[src/hw/rtl/assert_macros.svh]
// Assertion macros shared by the RTL of the stereo gain and pan block.
// Depends on signals named clk and rst_n being visible where a macro is used.
`ifndef ASSERT_MACROS_SVH
`define ASSERT_MACROS_SVH

// Same-cycle implication, disabled while reset is asserted.
`define SPSGP_ASSERT_IMPLY(label, ante, cons, msg) \
    label: assert property (@(posedge clk) disable iff (!rst_n) (ante) |-> (cons)) \
        else $error(msg);

// Next-cycle implication, disabled while reset is asserted.
`define SPSGP_ASSERT_NEXT(label, ante, cons, msg) \
    label: assert property (@(posedge clk) disable iff (!rst_n) (ante) |=> (cons)) \
        else $error(msg);

`endif

[src/hw/rtl/spsgp_pkg.sv]
// Types, constants and step functions for the stereo gain and pan pipeline.
// No dependencies; used by the square root and divider pipes and the top level.
package spsgp_pkg;

    // Configuration register indexes.
    localparam logic [2:0] REG_LISTENER_X = 3'd0;
    localparam logic [2:0] REG_LISTENER_Y = 3'd1;
    localparam logic [2:0] REG_LISTENER_Z = 3'd2;
    localparam logic [2:0] REG_TANGENT_X  = 3'd3;
    localparam logic [2:0] REG_TANGENT_Y  = 3'd4;
    localparam logic [2:0] REG_TANGENT_Z  = 3'd5;
    localparam logic [2:0] REG_TIME_SCALE = 3'd6;
    localparam logic [2:0] REG_ATT_DIST   = 3'd7;

    localparam int CULL_DISTANCE = 38400;
    localparam logic [49:0] CULL_SQ = 50'(CULL_DISTANCE) * 50'(CULL_DISTANCE);

    // Pipeline depths of the iterative units.
    localparam int SQ_STEPS  = 25;
    localparam int DIV_STEPS = 17;
    localparam int ATT_STEPS = 12;

    typedef enum logic [1:0] {
        KIND_SPATIAL,
        KIND_FLAT,
        KIND_MUTE,
        KIND_CULL
    } kind_t;

    // What every item carries alongside the arithmetic.
    typedef struct packed {
        kind_t       kind;
        logic [15:0] gain;
        logic [15:0] pitch_o;
    } item_t;

    // One stage of the square root pipe.
    typedef struct packed {
        item_t              item;
        logic signed [42:0] dot;
        logic [49:0]        rad;
        logic [26:0]        rem;
        logic [24:0]        root;
    } sq_t;

    // One stage of the divider pipe: pan quotient and attenuation quotient.
    typedef struct packed {
        item_t       item;
        logic [24:0] divisor;
        logic        dist_zero;
        logic        dot_neg;
        logic [16:0] dot_low;
        logic [24:0] prem;
        logic [16:0] pq;
        logic        atten_zero;
        logic [22:0] arem;
        logic [11:0] aq;
    } div_t;

    // One radix-4 digit of the restoring square root.
    function automatic sq_t sq_step(sq_t s);
        sq_t         r;
        logic [26:0] rem2;
        logic [26:0] trial;
        r     = s;
        rem2  = {s.rem[24:0], s.rad[49:48]};
        trial = {s.root, 2'b01};
        if (rem2 >= trial)
        begin
            r.rem  = rem2 - trial;
            r.root = {s.root[23:0], 1'b1};
        end
        else
        begin
            r.rem  = rem2;
            r.root = {s.root[23:0], 1'b0};
        end
        r.rad = {s.rad[47:0], 2'b00};
        return r;
    endfunction

    // One quotient bit of each restoring division.
    function automatic div_t div_step(div_t s, logic do_att, logic [22:0] att);
        div_t        r;
        logic [25:0] p2;
        logic [23:0] a2;
        r  = s;
        p2 = {s.prem, s.dot_low[16]};
        if (p2 >= {1'b0, s.divisor})
        begin
            r.prem = 25'(p2 - {1'b0, s.divisor});
            r.pq   = {s.pq[15:0], 1'b1};
        end
        else
        begin
            r.prem = p2[24:0];
            r.pq   = {s.pq[15:0], 1'b0};
        end
        r.dot_low = {s.dot_low[15:0], 1'b0};
        a2 = {s.arem, 1'b0};
        if (do_att)
        begin
            if (a2 >= {1'b0, att})
            begin
                r.arem = 23'(a2 - {1'b0, att});
                r.aq   = {s.aq[10:0], 1'b1};
            end
            else
            begin
                r.arem = a2[22:0];
                r.aq   = {s.aq[10:0], 1'b0};
            end
        end
        return r;
    endfunction

endpackage

[src/hw/rtl/spsgp_sqrt.sv]
// Pipelined integer square root, one radix-4 digit per stage, with sideband.
// Depends on spsgp_pkg.
module spsgp_sqrt (
    input  logic            clk,
    input  logic            rst_n,
    input  logic            en,
    input  logic            in_valid,
    input  spsgp_pkg::sq_t  in_data,
    output logic            out_valid,
    output spsgp_pkg::sq_t  out_data
);
    import spsgp_pkg::*;

    sq_t                 stage_reg [SQ_STEPS];
    sq_t                 stage_next [SQ_STEPS];
    logic [SQ_STEPS-1:0] valid_reg;

    // Each stage resolves one root bit from the previous stage.
    always_comb
    begin
        stage_next[0] = sq_step(in_data);
        for (int k = 1; k < SQ_STEPS; k++)
        begin
            stage_next[k] = sq_step(stage_reg[k-1]);
        end
    end

    always_ff @(posedge clk or negedge rst_n)
    begin
        if (!rst_n)
        begin
            valid_reg <= '0;
        end
        else if (en)
        begin
            valid_reg <= {valid_reg[SQ_STEPS-2:0], in_valid};
        end
    end

    always_ff @(posedge clk)
    begin
        if (en)
        begin
            for (int k = 0; k < SQ_STEPS; k++)
            begin
                stage_reg[k] <= stage_next[k];
            end
        end
    end

    assign out_valid = valid_reg[SQ_STEPS-1];
    assign out_data  = stage_reg[SQ_STEPS-1];

endmodule

[config.mk]
export PLATFORM = sky130hd
export DESIGN_NAME = spsgp_sqrt
export DESIGN_NICKNAME = d
export VERILOG_FILES = /design/src/hw/rtl/assert_macros.svh /design/src/hw/rtl/spsgp_pkg.sv /design/src/hw/rtl/spsgp_sqrt.sv
export SDC_FILE = /design/constraint.sdc
export NUM_CORES = 2
export LEC_CHECK = 0
export CAP_MARGIN = 25
export CELL_PAD_IN_SITES_DETAIL_PLACEMENT = 0
export CELL_PAD_IN_SITES_GLOBAL_PLACEMENT = 1
export CORE_ASPECT_RATIO = 0.5
export CORE_MARGIN = 1.5
export CORE_UTILIZATION = 40
export CTS_CLUSTER_SIZE = 8
export DETAILED_ROUTE_END_ITERATION = 16
export DONT_BUFFER_PORTS = 1
export GPL_ROUTABILITY_DRIVEN = 0
export PLACE_DENSITY_LB_ADDON = 0.05
export SYNTH_ARGS = -nofsm -noshare
export SYNTH_HDL_FRONTEND = slang
export SYNTH_MEMORY_MAX_BITS = 65536
export SYNTH_SLANG_ARGS = --single-unit
[constraint.sdc]
create_clock -name clk -period 3.1 [get_ports clk]
set_input_delay 0.31 -clock clk [delete_from_list [all_inputs] [get_ports clk]]
set_output_delay 0.31 -clock clk [all_outputs]
set_load 0.01 [all_outputs]
==> key figures <==
Status
  • Status: complete, but fails checks
  • Violated checks: setup timing

Worst hold path
  • HP Class: primary input to register
  • Terminating pin of the worst hold path: stage_reg[0][4]$_DFFE_PP_
  • Worst Min Path Start: in_data[3]
  • Number of cells on the worst hold path: 1

GRT
  • Global-route usage over all layers: between 10% and 20%
  • Pin count of the biggest net entering global routing: 103
  • Global-route wire length before repair: roughly 440000 um
  • Global-route congestion overflow total: 0
  • Number of antenna violations at the first check in global routing: 1
  • Number of global-route vias before repair: around 85k

Timing
  • Number of setup violations in the final report: 47
  • Tightest slew margin relative to the limit: between 40% and 50%
  • Final worst slack: -216 ps
  • Actual slew at the worst max-slew pin: between 700 and 800 ps
  • Min Hold Slack: 99.6 ps
  • Setup Skew: roughly 55 ps
  • Final count of pins violating max slew: 0
  • Final number of hold-violating endpoints: 0
  • F_max: 302 MHz
  • Final TNS setup: -4550 ps
  • Min Tclk post-route: around 3300 ps
  • Setup repair after global routing missed its margin: true
  • Share of the cycle needed by the critical path after routing: 107%

Yosys
  • Number of instances in the synthesized netlist: about 10k
  • Share of synthesized registers carrying an async set or reset: less than 1%
  • Post-synthesis sequential area ratio: between 70% and 80%
  • Number of synthesized flops with an enable pin: 3777
  • Largest area contributor in the netlist: edfxtp_1
  • Synth area leaders: edfxtp_1 73%, ha_1 5.4%, a21oi_1 2.1%
  • Main synth FF type: edfxtp_1
  • Share of the synthesized area in the top cell type: 73.0%
  • Mapped Avg Cell Area: 15.3 sq um
  • Summed instance area of the synthesized netlist: around 160000 sq um
  • Count of distinct cell types in the synthesized netlist: 86
  • Number of storage elements in the synthesis netlist: 3802
  • Total of warnings raised by yosys: 0

Detailed routing
  • Routed Antenna Nets: 0
  • Drt via density: ~4.8
  • Sum of routed wire length over all layers: 285000 um
  • Number of search-and-repair iterations in the first detailed-routing pass: 5
  • Routed wirelength normalized by instance count: between 15 and 20 um
  • Vias: ~80k
  • Number of remaining DRC errors: 0
  • Starting DRT DRC Count: roughly 4.3k

Final layout
  • Total Nets Final: roughly 13k
  • Area growth, synth to finish: 24.0%
  • Final design area excluding fillers: about 190000 sq um
  • Number of flip-flops under the largest register name: about 3.8k
  • Final Core Density: approximately half
  • Fraction of layout instances using a drive strength above 1: 21.4%
  • Final instance count without filler cells: about 17k

Clock network
  • Clk pin slew, worst setup/hold paths: roughly 50 ps
  • Clock buffer count from CTS: around 550
  • Cell at the root of the clock tree: clkbuf_16
  • Number of H-tree levels: 6
  • Number of buffers on the longest clock path: 4
  • Clk sinks: between 3k and 4k
  • Clock tree from TritonCTS: built
  • Latest clock arrival within the worst-skew pair: 930 ps

Place
  • Area after detailed placement: approximately 170000 sq um
  • Worst Setup Slack post-DPL: -447 ps
  • Post-placement cell count: between 15k and 20k
  • Detailed Place HPWL: between 150000 and 200000 um
  • Number of port buffers: 0

Power
  • Worst ir drop on vdd: approximately 0.46 mV
  • Leakage power: between 70 and 80 nW
  • Design Power: 184 mW
  • Sequential cell fraction of total power: between 30% and 40%
  • Power density over cell area: 954 nW/um^2
  • Net switching component of the power: 55.0 mW
  • Internal power component: 129 mW
  • Clock power share: ~29%
  • Power share of the combinational group: about a third
  • Net switching share of the total power: between 20% and 30%

Floorplanning
  • Num rows: 161
  • Core area: roughly 390000 sq um
  • Vertical die dimension: 444 um
  • Count of boundary I/O pins: 363
  • Effective utilization at floorplan: 40.3%
  • Die X-Extent: between 800 and 900 um
  • Total Die Area: between 300000 and 400000 sq um

Critical path
  • Crit path capture type: register
  • Startpoint type of the worst setup path: register
  • Depth of the most critical reg-to-reg path: 11
  • R2R setup slack: -220 ps
  • Category of the most critical setup path: register to register
  • CP Data Required Time: 3750 ps
  • Reg2Reg Capture Point: stage_reg[0][1463]$_DFFE_PP_
  • Worst-path maximum fanout: 2
  • Data arrival time of the critical path: 3970 ps
  • Startpoint of the lowest-slack register-to-register path: stage_reg[0][1239]$_DFFE_PP_

Run
  • Max Cap Viol: 0
==> how the worst max path moves through the flow <==
stage	start	to
2_1_floorplan	stage_reg[0][1239]$_DFFE_PP_	stage_reg[0][1463]$_DFFE_PP_
3_3_place_gp	stage_reg[0][1974]$_DFFE_PP_	stage_reg[0][2172]$_DFFE_PP_
3_5_place_dp	stage_reg[0][1974]$_DFFE_PP_	stage_reg[0][2172]$_DFFE_PP_
4_1_cts	stage_reg[0][1239]$_DFFE_PP_	stage_reg[0][1463]$_DFFE_PP_
5_1_grt	stage_reg[0][1239]$_DFFE_PP_	stage_reg[0][1463]$_DFFE_PP_
6_report	stage_reg[0][1239]$_DFFE_PP_	stage_reg[0][1463]$_DFFE_PP_
==> synthesized netlist by cell type, types with 182 or more instances <==
cell	number
o21ai_0	519
xnor2_1	292
a21o_1	239
ha_1	675
nand2_1	581
a21oi_1	650
mux2_2	198
edfxtp_1	3777
nor2_1	439
inv_1	827
xor2_1	235
buf_4	182
==> worst max-delay path, cell delays in order, from the launching register on <==
cell,delay [ps]
edfxtp_1,410
inv_2,90
ha_4,200
nor2b_4,120
o31a_1,270
o31a_1,280
or4_4,440
a211o_1,320
a211o_2,360
o31ai_4,250
xnor2_1,80
mux2_4,250
==> power by group through the flow <==
stage	registers, mW	logic, mW	clock network (mW)
after floorplan	69.2	35.1	0
after global placement	71.2	53.4	0
after detailed placement	71.2	53.7	0
after CTS	70.3	58.4	55.0
after global routing	71.0	67.1	57.0
final	70.3	60.7	52.8
==> final cells by class <==
class	count	area (sq um)
clock buffer	575	14000
multi-input combinational	5231	39100
timing repair buffer	1682	15200
fill	32582	193000
inverter	827	3100
sequential	3802	114000
tap	5134	6420
antenna	2	5.00
clock inverter	44	810
==> metal layers <==
metal / track usage (%) / up-vias / routed length (um)
li1: - / 41614 / -
met1: 16.7 / 38944 / 121000
met2: 24.3 / 1229 / 142000
met3: 2.65 / 682 / 9990
met4: 6.02 / 0 / 12200
met5: 0 / - / 0
==> placed cells by master (no fill, tap or decap), drive strengths merged, types with 37 or more instances in the layout <==
| master | instances |
|---|---|
| or3 | 46 |
| ha | 675 |
| a211oi | 47 |
| nor3 | 96 |
| edfxtp | 3777 |
| o21ai | 528 |
| nand2 | 581 |
| mux2 | 199 |
| buf | 1351 |
| nand4 | 80 |
| xor2 | 235 |
| dlygate4sd3 | 320 |
| a21oi | 650 |
| o211ai | 37 |
| clkbuf | 586 |
| nor2 | 440 |
| o21bai | 72 |
| xnor2 | 292 |
| nand2b | 79 |
| a31oi | 82 |
| nor2b | 71 |
| o21a | 100 |
| conb | 50 |
| and3 | 53 |
| a21o | 239 |
| inv | 851 |
| nand3 | 127 |
==> repair_timing <==
| item | 4_1_cts | 5_1_grt |
|---|---|---|
| setup endpoints to repair | 507 | 535 |
| hold endpoints to repair | 221 | 0 |
| pin swaps | 91 | 163 |
| gates resized for setup | 342 | 298 |
| hold buffers | 323 | 0 |
| cloned | 17 | 12 |
| buffers inserted | 91 | 75 |
==> cells by family (layout without fill, tap and decap cells) <==
logic type	count (synthesis)	after routing	share of synthesized area, %
compound gates	2046	2047	8.17
xor+xnor	527	527	2.97
fa+ha+maj	675	675	5.43
buf+inv	1177	3128	3.31
flops	3802	3802	73.4
mux	219	219	1.57
other cells	1	52	0.00241
simple gates	1713	1713	5.16
(Power assumes the default switching activity.)
